File: src/hw/rtl/b64se_pkg.sv
`default_nettype none

package b64se_pkg;

    // '=' padding character
    localparam logic [6:0] PAD_CHAR = 7'h3D;

    // one encoding group handed from the front to the back
    typedef struct packed {
        logic [7:0] byte_a;
        logic [7:0] byte_b;
        logic [7:0] byte_c;
        logic [1:0] nbytes;  // real bytes in the group: 1, 2 or 3
        logic       last;    // group closes the message
    } t_group;

    // queue status seen by the front and the back
    typedef struct packed {
        logic full;
        logic empty;
    } t_qflags;

    // sextet to character of the standard alphabet
    function automatic logic [6:0] sextet_char(input logic [5:0] v);
        logic [6:0] ch;
        begin
            ch = 7'h00;
            if (v < 6'd26) begin
                ch = 7'h41 + {1'b0, v};
            end else if (v < 6'd52) begin
                ch = 7'h61 + {1'b0, v} - 7'd26;
            end else if (v < 6'd62) begin
                ch = 7'h30 + {1'b0, v} - 7'd52;
            end else if (v == 6'd62) begin
                ch = 7'h2B;
            end else begin
                ch = 7'h2F;
            end
            return ch;
        end
    endfunction

endpackage

`default_nettype wire

File: src/hw/rtl/b64se_front.sv
`default_nettype none

module b64se_front (
    input  wire                    i_clk,
    input  wire                    i_rst_n,
    input  wire                    i_accept,
    input  wire  [7:0]             i_in_byte,
    input  wire                    i_in_last,
    output logic                   o_grp_push,
    output b64se_pkg::t_group      o_grp
);
    import b64se_pkg::*;

    logic [15:0] r_held_bytes, n_held_bytes;
    logic [1:0]  r_held_count, n_held_count;
    logic [1:0]  w_cnt;
    logic        w_hold;

    // a pending count of three is treated as two
    assign w_cnt  = (r_held_count == 2'd3) ? 2'd2 : r_held_count;
    assign w_hold = (w_cnt < 2'd2) && !i_in_last;

    // group assembly and pending byte update
    always_comb begin
        n_held_bytes = r_held_bytes;
        n_held_count = r_held_count;
        o_grp_push   = 1'b0;
        o_grp.byte_a = i_in_byte;
        o_grp.byte_b = 8'h00;
        o_grp.byte_c = 8'h00;
        o_grp.nbytes = w_cnt + 2'd1;
        o_grp.last   = i_in_last;
        case (w_cnt)
            2'd1: begin
                o_grp.byte_a = r_held_bytes[15:8];
                o_grp.byte_b = i_in_byte;
            end
            2'd2: begin
                o_grp.byte_a = r_held_bytes[15:8];
                o_grp.byte_b = r_held_bytes[7:0];
                o_grp.byte_c = i_in_byte;
            end
            default: begin
            end
        endcase
        if (i_accept) begin
            if (w_hold) begin
                if (w_cnt == 2'd0) begin
                    n_held_bytes = {i_in_byte, 8'h00};
                end else begin
                    n_held_bytes = {r_held_bytes[15:8], i_in_byte};
                end
                n_held_count = w_cnt + 2'd1;
            end else begin
                o_grp_push   = 1'b1;
                n_held_bytes = 16'h0000;
                n_held_count = 2'd0;
            end
        end
    end

    always_ff @(posedge i_clk) begin
        if (!i_rst_n) begin
            r_held_bytes <= 16'h0000;
            r_held_count <= 2'd0;
        end else begin
            r_held_bytes <= n_held_bytes;
            r_held_count <= n_held_count;
        end
    end

endmodule

`default_nettype wire

File: src/hw/rtl/b64se_queue.sv
`default_nettype none

module b64se_queue #(
    parameter int DEPTH = 2
) (
    input  wire                    i_clk,
    input  wire                    i_rst_n,
    input  wire                    i_push,
    input  wire b64se_pkg::t_group i_grp,
    input  wire                    i_pop,
    output b64se_pkg::t_group      o_grp,
    output b64se_pkg::t_qflags     o_flags
);
    import b64se_pkg::*;

    localparam int PW = (DEPTH > 1) ? $clog2(DEPTH) : 1;
    localparam int CW = $clog2(DEPTH + 1);
    localparam logic [PW-1:0] PTR_LAST = PW'(DEPTH - 1);
    localparam logic [CW-1:0] CNT_FULL = CW'(DEPTH);

    t_group          r_mem [DEPTH];
    logic [PW-1:0]   r_wr_ptr, r_rd_ptr;
    logic [CW-1:0]   r_count;
    logic            w_wr, w_rd;

    assign o_flags.full  = (r_count == CNT_FULL);
    assign o_flags.empty = (r_count == '0);
    assign w_wr  = i_push && !o_flags.full;
    assign w_rd  = i_pop && !o_flags.empty;
    assign o_grp = r_mem[r_rd_ptr];

    // storage
    always_ff @(posedge i_clk) begin
        if (w_wr) begin
            r_mem[r_wr_ptr] <= i_grp;
        end
    end

    // pointers and fill count
    always_ff @(posedge i_clk) begin
        if (!i_rst_n) begin
            r_wr_ptr <= '0;
            r_rd_ptr <= '0;
            r_count  <= '0;
        end else begin
            if (w_wr) begin
                r_wr_ptr <= (r_wr_ptr == PTR_LAST) ? '0 : r_wr_ptr + 1'b1;
            end
            if (w_rd) begin
                r_rd_ptr <= (r_rd_ptr == PTR_LAST) ? '0 : r_rd_ptr + 1'b1;
            end
            if (w_wr && !w_rd) begin
                r_count <= r_count + 1'b1;
            end else if (w_rd && !w_wr) begin
                r_count <= r_count - 1'b1;
            end
        end
    end

endmodule

`default_nettype wire

File: src/hw/rtl/b64se_back.sv
`default_nettype none

module b64se_back (
    input  wire                     i_clk,
    input  wire                     i_rst_n,
    input  wire b64se_pkg::t_group  i_grp,
    input  wire b64se_pkg::t_qflags i_qflags,
    output logic                    o_q_pop,
    input  wire                     i_pop,
    output logic                    o_empty,
    output logic [6:0]              o_out_char,
    output logic                    o_out_last
);
    import b64se_pkg::*;

    t_group      r_grp;
    logic        r_active;
    logic [1:0]  r_idx;
    logic        w_take, w_done;
    logic [5:0]  w_sextet;
    logic        w_pad;

    assign o_empty = !r_active;
    assign w_take  = r_active && i_pop;
    assign w_done  = w_take && (r_idx == 2'd3);
    assign o_q_pop = !i_qflags.empty && (!r_active || w_done);

    // character selection for the current position
    always_comb begin
        w_pad    = 1'b0;
        w_sextet = r_grp.byte_a[7:2];
        case (r_idx)
            2'd0: w_sextet = r_grp.byte_a[7:2];
            2'd1: w_sextet = {r_grp.byte_a[1:0], r_grp.byte_b[7:4]};
            2'd2: begin
                w_sextet = {r_grp.byte_b[3:0], r_grp.byte_c[7:6]};
                w_pad    = (r_grp.nbytes < 2'd2);
            end
            2'd3: begin
                w_sextet = r_grp.byte_c[5:0];
                w_pad    = (r_grp.nbytes < 2'd3);
            end
            default: begin
            end
        endcase
    end

    assign o_out_char = w_pad ? PAD_CHAR : sextet_char(w_sextet);
    assign o_out_last = r_grp.last && (r_idx == 2'd3);

    // group register
    always_ff @(posedge i_clk) begin
        if (o_q_pop) begin
            r_grp <= i_grp;
        end
    end

    // position within the group
    always_ff @(posedge i_clk) begin
        if (!i_rst_n) begin
            r_active <= 1'b0;
            r_idx    <= 2'd0;
        end else begin
            if (o_q_pop) begin
                r_active <= 1'b1;
                r_idx    <= 2'd0;
            end else if (w_done) begin
                r_active <= 1'b0;
                r_idx    <= 2'd0;
            end else if (w_take) begin
                r_idx <= r_idx + 2'd1;
            end
        end
    end

endmodule

`default_nettype wire

File: src/hw/rtl/base64_stream_encoder.sv
// base64 stream encoder, standard alphabet with '=' padding
//
// input side: a byte and its last flag are written like a queue push; a
// transaction completes on a rising edge with push high and full low.
// output side: characters are read like a queue pop; while empty is low the
// oldest character and its last flag are on o_out_char / o_out_last, and a
// transaction completes on a rising edge with pop high and empty low.
// every third byte, or the byte flagged last, closes a group of four
// characters; a short final group is zero-filled and padded with '=', and
// out_last marks its fourth character.
// the byte that closes a group is written into the group queue, and the back
// end then loads that group into its group register before its first character
// is visible. the back end sends one character per cycle while pop is high and
// empty is low; the single character output port sets this rate.
// the group queue (QUEUE_DEPTH entries) lets bytes keep coming while the
// receiver stalls; full rises only when the queue is full.
// reset clears the pending bytes, the queue and the output; empty is high.
`default_nettype none

module base64_stream_encoder #(
    parameter int QUEUE_DEPTH = 2
) (
    input  wire         i_clk,
    input  wire         i_rst_n,
    input  wire         push,
    output logic        full,
    input  wire  [7:0]  i_in_byte,
    input  wire         i_in_last,
    output logic        empty,
    input  wire         pop,
    output logic [6:0]  o_out_char,
    output logic        o_out_last
);
    import b64se_pkg::*;

    logic     w_accept;
    logic     w_grp_push;
    t_group   w_front_grp;
    t_group   w_queue_grp;
    t_qflags  w_qflags;
    logic     w_q_pop;

    assign full     = w_qflags.full;
    assign w_accept = push && !full;

    // byte collection
    b64se_front u_front (
        .i_clk      (i_clk),
        .i_rst_n    (i_rst_n),
        .i_accept   (w_accept),
        .i_in_byte  (i_in_byte),
        .i_in_last  (i_in_last),
        .o_grp_push (w_grp_push),
        .o_grp      (w_front_grp)
    );

    // group queue between front and back
    b64se_queue #(
        .DEPTH (QUEUE_DEPTH)
    ) u_queue (
        .i_clk   (i_clk),
        .i_rst_n (i_rst_n),
        .i_push  (w_grp_push),
        .i_grp   (w_front_grp),
        .i_pop   (w_q_pop),
        .o_grp   (w_queue_grp),
        .o_flags (w_qflags)
    );

    // character output
    b64se_back u_back (
        .i_clk      (i_clk),
        .i_rst_n    (i_rst_n),
        .i_grp      (w_queue_grp),
        .i_qflags   (w_qflags),
        .o_q_pop    (w_q_pop),
        .i_pop      (pop),
        .o_empty    (empty),
        .o_out_char (o_out_char),
        .o_out_last (o_out_last)
    );

    // a group is never pushed into a full queue
    a_no_push_full : assert property (@(posedge i_clk) disable iff (!i_rst_n)
        w_grp_push |-> !w_qflags.full)
        else $error("group pushed into full queue");

    // a last byte always leaves work pending in the next cycle
    a_last_pending : assert property (@(posedge i_clk) disable iff (!i_rst_n)
        (w_accept && i_in_last) |=> (!w_qflags.empty || !empty))
        else $error("last byte produced no group");

    // output is empty right after reset
    a_reset_empty : assert property (@(posedge i_clk)
        !i_rst_n |=> empty)
        else $error("output not empty after reset");

    // the queue never pops while empty; it drains into an idle or finishing back end
    a_pop_nonempty : assert property (@(posedge i_clk) disable iff (!i_rst_n)
        w_q_pop |-> !w_qflags.empty)
        else $error("pop from empty queue");

endmodule

`default_nettype wire
File: config.mk
export PLATFORM = sky130hd
export DESIGN_NAME = base64_stream_encoder
export DESIGN_NICKNAME = d
export VERILOG_FILES = /design/src/hw/rtl/b64se_pkg.sv /design/src/hw/rtl/b64se_front.sv /design/src/hw/rtl/b64se_queue.sv /design/src/hw/rtl/b64se_back.sv /design/src/hw/rtl/base64_stream_encoder.sv
export SDC_FILE = /design/constraint.sdc
export NUM_CORES = 1
export LEC_CHECK = 0
export BUFFER_PORTS_ARGS = -buffer_cell sky130_fd_sc_hd__buf_2
export CAP_MARGIN = 25
export CORE_ASPECT_RATIO = 0.75
export CORE_UTILIZATION = 59
export CTS_CLUSTER_DIAMETER = 100
export CTS_CLUSTER_SIZE = 28
export DETAILED_ROUTE_END_ITERATION = 10
export PLACE_DENSITY = 0.83
export SYNTH_ARGS = -nofsm -noshare
export SYNTH_HDL_FRONTEND = slang
export SYNTH_SLANG_ARGS = --single-unit
File: constraint.sdc
create_clock -name i_clk -period 4.15 [get_ports i_clk]
set_input_delay 0.2075 -clock i_clk [delete_from_list [all_inputs] [get_ports i_clk]]
set_output_delay 0.2075 -clock i_clk [all_outputs]
set_load 0.02 [all_outputs]
==> reports/results.txt, run 1 <==
Pin count of the biggest net entering global routing = 28
First-pass GRT wire length = 14.28 mm
Slew Viols, Final = 0
CTS tree = yes
Root Buffer = clkbuf_8
Nets = 392
Setup TNS = 0 ns
Area grow syn2layout = 8.056%
CP top delay family = adder cells
Initial antenna violation count = 0
CP cell instances = inv_1 -> ha_1 -> a21oi_1 -> a32o_1 -> clkinv_2 -> ha_1 -> a21oi_1 -> and2_4 -> or3_1 -> a31oi_1 -> buf_2
Tightest Pin Transition = 0.9609 ns
Crit-path max cell delay = 0.51 ns
Die Ht = 78.96 um
Syn_nets = 369
Rows = 27
FF+latch count, synth = 106
RSZ-0062 raised after global routing = no
# fillers = 556
Core Region = 0.007500 mm^2
Drt pass-1 iters = 5
Critical-path cell with the highest stage delay = ha_1
Max Freq = 0.2938 GHz
Post-Place Cells = 461
# setup viols final = 0
Post-route minimum period = 3.403 ns
CP Class = flop to output pin
Iter 0 DRT Violations = 272
Clk Latency, worst-skew pair = 0.37 ns
Synth unique cells = 54
Number of global-route vias before repair = 2737
CP arrival = 3.20 ns
Hold WC Path Type = input pin to flop
Post-CTS Hold Buffers = 0
GPL Wtd Cong = 0.9277
Seq/Total Area, Yosys = 0.6294
Dpl hpwl = 6.068 mm
CP bufs+invs = 3
Skew final = 0.01190 ns
DP Area = 0.004860 mm^2
Reg clk slew, reported paths = 0.10 ns
CP endpoint kind = output pin
Drt wl/cell = 18.33 um
Crit path from = u_back.r_idx[0]
Die X = 104.6 um
Remaining DRCs = 0
Max-Cap Viols = 0
Peak supply drop = 0.0003552 V
Yosys Warn Count = 0
DR vias/cell = 5.973
Crit Reg-Reg Startpoint = u_back.r_idx[0]
Initial Utilization = 0.6213
Total CTS buffers = 9
GRT Total Usage = 0.2315
CTS max path bufs = 2
Syn_area_per_cell = 13.39 um^2
WL final = 8.742 mm
Hold path start = i_in_last
PortBufs = 22
Postcts setup bufs = 0
Slew headroom = 0.3587
Outcome = completed
Syn Inst Count = 348
Non-Filler Instances = 477
Critical Path Start Type = flop
Post-CTS sizing = 0
Share of layout cells above drive strength 1 = 0.2420
Total die area = 0.008260 mm^2
Pwr Density = 618.5 mW/mm^2
Maximum fanout along the worst path = 11
Htree depth = 3
GR Overflow Total = 0
Number of hold violations in the final report = 0
Post-route cell area = 0.005035 mm^2
Boundary pin count = 23
Sink Count = 106
Mapped Area = 0.004659 mm^2
CP Data Required Time = 3.94 ns
Pleak = 0.001768 uW
Tcrit/Tclk final = 0.8200
Vias = 2849
Ant diodes = 0
DRT antenna net count = 0
[cell type report]
type,count,area (um^2),area share
sequential,106,2933,0.5825
multi-input combinational,210,1592,0.3161
timing repair buffer,26,140.1,0.02783
tap,101,126.4,0.02510
clock buffer,9,123.9,0.02460
inverter,18,68.82,0.01367
clock inverter,7,51.30,0.01019
[path summary, 6_finish.rpt]
path | cells past startpoint | slack [ns] | endpoint
setup reg to reg | 4 | 1.66 | u_back.r_grp[25]
setup / recovery | 11 | 0.75 | o_out_char[1]
hold reg to reg | 2 | 0.46 | u_front.r_held_bytes[12]
hold / removal | 1 | 0.07 | u_queue.r_mem[1][0]
[flip-flops by register name, indices dropped and copies added, names as in the netlist]
signal                cells
u_queue.r_wr_ptr          1
u_front.r_held_count      2
u_queue.r_mem            54
u_back.r_grp             27
u_queue.r_rd_ptr          1
u_front.r_held_bytes     16
u_queue.r_count           2
u_back.r_active           1
u_back.r_idx              2
[where the power goes]
part / switching, uW / internal (uW)
Sequential: 73.9 / 1370
Combinational: 675 / 426
Clock: 345 / 223
Total: 1090 / 2020
[metal layers]
layer	GRT usage	wire, um	vias to the layer above
met1	0.3198	4040	1358
met4	0.06197	148	0
met3	0.05993	531	22
met5	0	0	-
met2	0.3682	4022	125
li1	-	-	1344
[synth_stat cells, drive strengths merged]
master	number	area, um^2
ha	8	100.1
a311oi	1	8.760
a21o	1	7.510
nor3	6	30.03
or3	3	18.77
nand2b	1	6.260
a32o	1	10.01
mux2	37	420.4
buf	4	33.78
nand2	20	75.07
o21ai	10	50.05
nand4	1	21.27
a21bo	1	10.01
nand3	9	45.04
edfxtp	81	2432
and2	13	85.09
xnor2	5	43.79
a222oi	3	30.03
nor3b	1	7.510
a21boi	9	67.56
inv	17	63.81
a31oi	2	12.51
o31a	1	8.760
a211oi	3	22.52
nor2b	12	75.07
or3b	1	8.760
a221oi	1	8.760
xor2	1	8.760
clkbuf	10	37.54
a22oi	12	95.09
mux2i	3	46.29
o21a	2	15.01
a21oi	14	73.82
clkinv	1	5.000
or4	1	7.510
a22o	10	88.84
dfxtp	25	500.5
o21bai	1	7.510
nor2	15	61.31
o221ai	1	8.760
[cell usage in the layout (no fill, tap or decap), types with 3 or more instances in the layout]
| cell type | Yosys | routed |
|---|---|---|
| buf_4 | 1 | 4 |
| buf_2 | 0 | 22 |
| a211oi_1 | 3 | 3 |
| nand3_1 | 9 | 9 |
| clkbuf_8 | 0 | 9 |
| inv_1 | 16 | 16 |
| a22o_1 | 9 | 9 |
| mux2_2 | 35 | 35 |
| nor2_1 | 13 | 13 |
| inv_6 | 0 | 3 |
| dfxtp_1 | 25 | 25 |
| a21oi_1 | 13 | 13 |
| xnor2_1 | 5 | 5 |
| or3_1 | 3 | 3 |
| o21ai_0 | 8 | 8 |
| ha_1 | 8 | 8 |
| a222oi_1 | 3 | 3 |
| edfxtp_1 | 81 | 81 |
| a21boi_0 | 9 | 9 |
| a22oi_1 | 11 | 11 |
| nor2b_1 | 12 | 12 |
| nor3_1 | 6 | 5 |
| and2_1 | 11 | 11 |
| nand2_1 | 20 | 20 |
[cell families (layout without fill, tap and decap cells)]
group / after synthesis / after routing / synth area share
DFF: 106 / 106 / 0.6294
and+or+nand+nor: 83 / 83 / 0.09479
AOI/OAI and AO/OA: 73 / 73 / 0.1128
muxes: 40 / 40 / 0.1002
buffers and inverters: 32 / 60 / 0.03007
adders and majority gates: 8 / 8 / 0.02148
xor gates and xnor gates: 6 / 6 / 0.01128
[through the flow]
step	hold WS [ns]	util	power, uW	setup WS [ns]
3_3_place_gp	0.4296	0.6480	2521	1.309
6_report	0.06717	0.6713	3114	0.7468
4_1_cts	0.05434	0.6713	3112	0.7582
2_1_floorplan	0.3064	-	2267	0.8053
5_1_grt	0.04362	0.6713	3285	0.4744
3_5_place_dp	0.4347	0.6480	2555	1.178
No activity file was read; power rests on OpenSTA's default activity.
==> run 2, diff against run 1 <==
==> constraint.sdc (replaced) <==
create_clock -name i_clk -period 3.4 [get_ports i_clk]
set_input_delay 0.17 -clock i_clk [delete_from_list [all_inputs] [get_ports i_clk]]
set_output_delay 0.17 -clock i_clk [all_outputs]
set_load 0.02 [all_outputs]
==> run 2 against run 1 <==
Highest routed layer unchanged. Cell count increased by 0.21%. First-iteration DRC count decreased by 19%. Register-to-register slack got worse by 0.53 ns. Sequential cell count unchanged. Largest power group unchanged. Final area increased by 0.84%. Global-route usage increased by 0.25 points. Non-clock buffer count increased by 1.
==> reports/results.txt, run 2 (synthesis results as in run 1) <==
# fillers = 558 (was 556)
Worst reg2reg path depth = 5 (was 4)
Commonest cells after routing, fill and taps aside = edfxtp_1 (81), mux2_2 (35), dfxtp_1 (24) (was edfxtp_1 (81), mux2_2 (35), dfxtp_1 (25))
Slew Viols, Final = 0 (unchanged)
Total CTS buffers = 9 (unchanged)
Nets = 393 (was 392)
Share of layout cells above drive strength 1 = 0.2573 (was 0.2420)
Number of global-route vias before repair = 2721 (was 2737)
Die Ht = 78.96 um (unchanged)
Crit Reg-Reg Startpoint = u_front.r_held_count[1] (was u_back.r_idx[0])
Skew final = 0.01811 ns (was 0.01190 ns)
Power share of the sequential group = 0.454 (was 0.464)
Vias = 2833 (was 2849)
Area grow syn2layout = 8.969% (was 8.056%)
Footprint of the multi-input gates = 0.001609 mm^2 (was 0.001592 mm^2)
Worst R2R End = u_queue.r_count[1] (was u_back.r_grp[25])
CP Class = flop to output pin (unchanged)
Number of hold violations in the final report = 0 (unchanged)
Most common cell after layout, fill and taps aside = edfxtp_1 (unchanged)
Pin count of the biggest net entering global routing = 28 (unchanged)
Post-CTS Hold Buffers = 0 (unchanged)
Boundary pin count = 23 (unchanged)
DR vias/cell = 5.927 (was 5.973)
CTS tree = yes (unchanged)
Largest register by flop count = u_queue.r_mem (unchanged)
Clk Latency, worst-skew pair = 0.38 ns (was 0.37 ns)
Root Buffer = clkbuf_8 (unchanged)
Max-Cap Viols = 0 (unchanged)
Setup TNS = 0 ns (unchanged)
Remaining DRCs = 0 (unchanged)
WL final = 8.843 mm (was 8.742 mm)
Max Freq = 0.3154 GHz
# setup viols final = 0 (unchanged)
Worst hold endpoint = u_queue.r_mem[1][0] (unchanged)
Tightest Pin Transition = 0.6848 ns (was 0.9609 ns)
Outcome = completed (unchanged)
Hold WC Path Type = input pin to flop (unchanged)
Hold Path Stages = 1 (unchanged)
GRT Total Usage = 0.2340 (was 0.2315)
PortBufs = 22 (unchanged)
CP endpoint kind = output pin (unchanged)
Core Region = 0.007500 mm^2 (unchanged)
Drt pass-1 iters = 4 (was 5)
Switch share = 0.3568 (was 0.3513)
Reg2Reg Setup Slack = 1.13 ns (was 1.66 ns)
DRT antenna net count = 0 (unchanged)
Ant diodes = 0 (unchanged)
Tcrit/Tclk final = 0.9325
Iter 0 DRT Violations = 220 (was 272)
RSZ-0062 raised after global routing = no (unchanged)
Storage cell area = 0.002934 mm^2 (was 0.002933 mm^2)
Clock Power Share = 0.190 (was 0.182)
Sink Count = 106 (unchanged)
First-pass GRT wire length = 14.46 mm (was 14.28 mm)
Pint = 2494 uW (was 2020 uW)
Die X = 104.6 um (unchanged)
Combinational Power Share = 0.356 (was 0.354)
Initial antenna violation count = 0 (unchanged)
Drt wl/cell = 18.50 um (was 18.33 um)
Total die area = 0.008260 mm^2 (unchanged)
Switching power = 1384 uW (was 1094 uW)
Pleak = 0.001779 uW (was 0.001768 uW)
Top Registers = u_queue.r_mem: 54 flops, u_back.r_grp: 27 flops, u_front.r_held_bytes: 16 flops (unchanged)
Maximum fanout along the worst path = 13 (was 11)
Post-route minimum period = 3.170 ns
Max reg flops = 54 (unchanged)
GPL Wtd Cong = 0.9248 (was 0.9277)
GR Overflow Total = 0 (unchanged)
Rows = 27 (unchanged)
CTS max path bufs = 2 (unchanged)
Critical Path Start Type = flop (unchanged)
Reg clk slew, reported paths = 0.11 ns (was 0.10 ns)
Final core occ = 0.6770 (was 0.6713)
Htree depth = 3 (unchanged)
CP Data Required Time = 3.23 ns (was 3.94 ns)
Pwr Density = 763.7 mW/mm^2 (was 618.5 mW/mm^2)
Peak supply drop = 0.0004272 V (was 0.0003552 V)
Dpl hpwl = 6.174 mm (was 6.068 mm)
CP arrival = 3.00 ns (was 3.20 ns)
Initial Utilization = 0.6213 (unchanged)
Hold path start = i_in_last (unchanged)
Slew headroom = 0.5429 (was 0.3587)
-- run 2: repair_timing --
action,4_1_cts,5_1_grt
buffers inserted,0,0
resized for setup,0,5
setup endpoints to repair,0,6
-- run 2: worst max-delay path by stage --
stage,start,to
after floorplan,u_queue.r_count[0],u_queue.r_mem[0][0]
after global placement,u_back.r_idx[0],o_out_char[1]
after detailed placement,u_back.r_idx[0],o_out_char[1]
after CTS,u_back.r_idx[0],o_out_char[1]
after global routing,u_back.r_idx[1],o_out_char[1]
final,u_back.r_idx[1],o_out_char[1]
-- run 2: power by group through the flow --
| stage | registers, uW | clock network [uW] | logic, uW |
|---|---|---|---|
| after floorplan | 1740 | 0 | 1030 |
| after global placement | 1780 | 0 | 1300 |
| after detailed placement | 1790 | 0 | 1350 |
| after CTS | 1760 | 750 | 1360 |
| after global routing | 1780 | 802 | 1500 |
| final | 1760 | 737 | 1380 |
-- run 2: cell type report --
| class | count | share of cell area |
|---|---|---|
| tap | 101 | 0.02489 |
| sequential | 106 | 0.5779 |
| inverter | 18 | 0.01355 |
| timing repair buffer | 27 | 0.02908 |
| clock buffer | 9 | 0.02440 |
| clock inverter | 7 | 0.01331 |
| multi-input combinational | 210 | 0.3169 |
-- run 2: routing by layer --
metal	vias up	global-route usage	share of wire
li1	1352	-	-
met1	1362	0.3237	0.46
met2	107	0.3669	0.47
met3	12	0.05665	0.058
met4	0	0.07887	0.012
met5	-	0	0
-- run 2: critical path, stage by stage, from the launching register on --
cell and delay [ns]:
dfxtp_1 0.40, ha_2 0.36, a222oi_1 0.16, mux2_4 0.36, inv_2 0.10, ha_1 0.28, a21oi_1 0.13, and2_4 0.20
or3_1 0.30, a31oi_1 0.15, buf_2 0.18
-- run 2: per-stage QoR --
stage          instance area, um^2  hold slack (ns)  cells  worst slack, ns  total power [uW]
2_1_floorplan                 4659           0.2689    348          0.05532              2767
3_3_place_gp                  4867           0.3918    462           0.5989              3079
3_5_place_dp                  4867           0.4124    462           0.4653              3145
4_1_cts                       5059         0.009095    478          0.01722              3872
5_1_grt                       5077          0.01935    478         0.007991              4079
6_report                      5077          0.02653    478           0.2295              3877
==> run 3, diff against run 2 <==
--- a/config.mk
+++ b/config.mk
@@ -8,10 +8,12 @@
 export BUFFER_PORTS_ARGS = -buffer_cell sky130_fd_sc_hd__buf_2
 export CAP_MARGIN = 25
 export CORE_ASPECT_RATIO = 0.75
+export CORE_MARGIN = 4
 export CORE_UTILIZATION = 59
 export CTS_CLUSTER_DIAMETER = 100
 export CTS_CLUSTER_SIZE = 28
 export DETAILED_ROUTE_END_ITERATION = 10
+export MAX_ROUTING_LAYER = met4
 export PLACE_DENSITY = 0.83
 export SYNTH_ARGS = -nofsm -noshare
 export SYNTH_HDL_FRONTEND = slang
==> run 3 against run 2 <==
Clock power decreased by 0.8%. Combinational power hardly changed. Via count is 1.3% lower. Largest cell class unchanged.
==> reports/results.txt, run 3 (synthesis results as in run 1) <==
CP Class = flop to output pin (unchanged)
Tightest Pin Transition = 0.7107 ns (was 0.6848 ns)
Top Registers = u_queue.r_mem: 54 flops, u_back.r_grp: 27 flops, u_front.r_held_bytes: 16 flops (unchanged)
WL final = 8.746 mm (was 8.843 mm)
Die Ht = 84.96 um (was 78.96 um)
Pleak = 0.001780 uW (was 0.001779 uW)
Initial antenna violation count = 0 (unchanged)
Nets = 393 (unchanged)
Reg2Reg Setup Slack = 1.22 ns (was 1.13 ns)
Dpl hpwl = 6.115 mm (was 6.174 mm)
Post-route minimum period = 3.179 ns (was 3.170 ns)
Largest register by flop count = u_queue.r_mem (unchanged)
CTS tree = yes (unchanged)
Iter 0 DRT Violations = 264 (was 220)
Drt pass-1 iters = 5 (was 4)
Boundary pin count = 23 (unchanged)
Total die area = 0.009398 mm^2 (was 0.008260 mm^2)
CP arrival = 3.01 ns (was 3.00 ns)
Post-placement worst setup slack = 0.4695 ns (was 0.4653 ns)
GRT Total Usage = 0.2020 (was 0.2340)
Worst R2R End = u_queue.r_count[1] (unchanged)
Ant diodes = 0 (unchanged)
Pin count of the biggest net entering global routing = 29 (was 28)
CTS max path bufs = 2 (unchanged)
DR vias/cell = 5.849 (was 5.927)
Root Buffer = clkbuf_8 (unchanged)
Sink Count = 106 (unchanged)
Share of layout cells above drive strength 1 = 0.2520 (was 0.2573)
Remaining DRCs = 0 (unchanged)
Initial Utilization = 0.6213 (unchanged)
DP Area = 0.004867 mm^2 (unchanged)
Peak supply drop = 0.0003942 V (was 0.0004272 V)
Max Freq = 0.3146 GHz (was 0.3154 GHz)
Number of hold violations in the final report = 0 (unchanged)
CP endpoint kind = output pin (unchanged)
CP Data Required Time = 3.23 ns (about the same)
RSZ-0062 raised after global routing = no (unchanged)
Crit-path max cell delay = 0.44 ns (was 0.40 ns)
Hold Slack = 0.04407 ns (was 0.02653 ns)
DRT antenna net count = 0 (unchanged)
Hold Path Stages = 1 (unchanged)
Critical-path cell with the highest stage delay = a222oi_1 (was dfxtp_1)
Rows = 27 (unchanged)
GR Layer Usage met1 = 0.2722 (was 0.3237)
PortBufs = 22 (unchanged)
Max reg flops = 54 (unchanged)
CP cell instances = inv_1 -> ha_1 -> a222oi_1 -> mux2i_4 -> inv_1 -> ha_1 -> nor3_1 -> o21ai_0 -> a21oi_1 -> or3b_1 -> buf_2 (was ha_2 -> a222oi_1 -> mux2_4 -> inv_2 -> ha_1 -> a21oi_1 -> and2_4 -> or3_1 -> a31oi_1 -> buf_2)
Slew headroom = 0.5262 (was 0.5429)
First-pass GRT wire length = 14.48 mm (was 14.46 mm)
Tcrit/Tclk final = 0.9349 (was 0.9325)
Outcome = completed (unchanged)
Skew final = 0.009154 ns (was 0.01811 ns)
Grt peak-use layer = met2 (unchanged)
GR Overflow Total = 0 (unchanged)
Pwr Density = 758.6 mW/mm^2 (was 763.7 mW/mm^2)
Die X = 110.6 um (was 104.6 um)
Crit Reg-Reg Startpoint = u_back.r_idx[0] (was u_front.r_held_count[1])
Critical Path Start Type = flop (unchanged)
Grt met2 use = 0.3150 (was 0.3669)
Footprint of the multi-input gates = 0.001597 mm^2 (was 0.001609 mm^2)
Worst hold endpoint = u_queue.r_mem[1][0] (unchanged)
Drt wl/cell = 18.30 um (was 18.50 um)
Hold WC Path Type = input pin to flop (unchanged)
# setup viols final = 0 (unchanged)
Grt met3 use = 0.04633 (was 0.05665)
Htree depth = 3 (unchanged)
Post-route cell area = 0.005067 mm^2 (was 0.005077 mm^2)
Vias = 2796 (was 2833)
Most common cell after layout, fill and taps aside = edfxtp_1 (unchanged)
Max-Cap Viols = 0 (unchanged)
# fillers = 539 (was 558)
Hold path start = i_in_last (unchanged)
Setup WS post-layout = 0.2213 ns (was 0.2295 ns)
Setup TNS = 0 ns (unchanged)
Worst reg2reg path depth = 6 (was 5)
Maximum fanout along the worst path = 8 (was 13)
Reg clk slew, reported paths = 0.10 ns (was 0.11 ns)
Number of global-route vias before repair = 2772 (was 2721)
Storage cell area = 0.002933 mm^2 (was 0.002934 mm^2)
Core Region = 0.007500 mm^2 (unchanged)
CP bufs+invs = 3 (was 2)
Clk Latency, worst-skew pair = 0.37 ns (was 0.38 ns)
Commonest cells after routing, fill and taps aside = edfxtp_1 (81), mux2_2 (35), dfxtp_1 (25) (was edfxtp_1 (81), mux2_2 (35), dfxtp_1 (24))
CP top delay family = compound AO/OA/AOI/OAI gates (was adder cells)
Area grow syn2layout = 8.754% (was 8.969%)
Slew Viols, Final = 0 (unchanged)
GPL Wtd Cong = 0.9779 (was 0.9248)
Final core occ = 0.6757 (was 0.6770)
Total CTS buffers = 9 (unchanged)
-- run 3: what timing repair did --
action / in CTS / in global routing
hold buffers: 0 / 0
resized for setup: 0 / 2
setup buffers: 0 / 0
endpoints found under the setup margin: 0 / 6
-- run 3: layout make-up --
| cell class | count | share of cell area |
|---|---|---|
| flip-flops and latches | 106 | 0.5788 |
| multi-input cells | 210 | 0.3151 |
| repair buffers | 27 | 0.02914 |
| well taps | 101 | 0.02494 |
| clock buffers | 9 | 0.02444 |
| clock inverters | 7 | 0.01407 |
| inverters | 18 | 0.01358 |
-- run 3: where the power goes --
| group | switching, uW | total, uW | internal [uW] |
|---|---|---|---|
| sequential | 81.6 | 1750 | 1670 |
| clock | 445 | 731 | 286 |
| combinational | 831 | 1360 | 531 |
| total | 1360 | 3840 | 2490 |
-- run 3: layer usage --
metal / vias to the layer above / wire (um)
li1: 1347 / -
met1: 1342 / 4101
met2: 96 / 4098
met3: 11 / 446
met4: 0 / 99
met5: - / 0
-- run 3: worst max-delay path by stage --
stage / startpoint / to / cells after the start
global placement: u_back.r_idx[0] / o_out_char[1] / 11
floorplan: u_queue.r_count[0] / u_queue.r_mem[0][0] / 4
detailed placement: u_back.r_idx[0] / o_out_char[1] / 11
global route: u_back.r_idx[0] / o_out_char[1] / 11
finish: u_back.r_idx[0] / o_out_char[4] / 11
CTS: u_back.r_idx[0] / o_out_char[1] / 11
-- run 3: through the flow --
step / std cells / total power, uW
final: 478 / 3844
after global routing: 478 / 4066
after CTS: 478 / 3858
after detailed placement: 462 / 3133
after global placement: 462 / 3087
after floorplan: 348 / 2767
-- run 3: worst reg2reg max path, delay by kind of cell (launching register included) --
kind / cells / cell delay [ns]
AOI/OAI and AO/OA: 3 / 0.59
DFF: 1 / 0.42
and+or+nand+nor: 1 / 0.37
adders and majority gates: 2 / 0.73
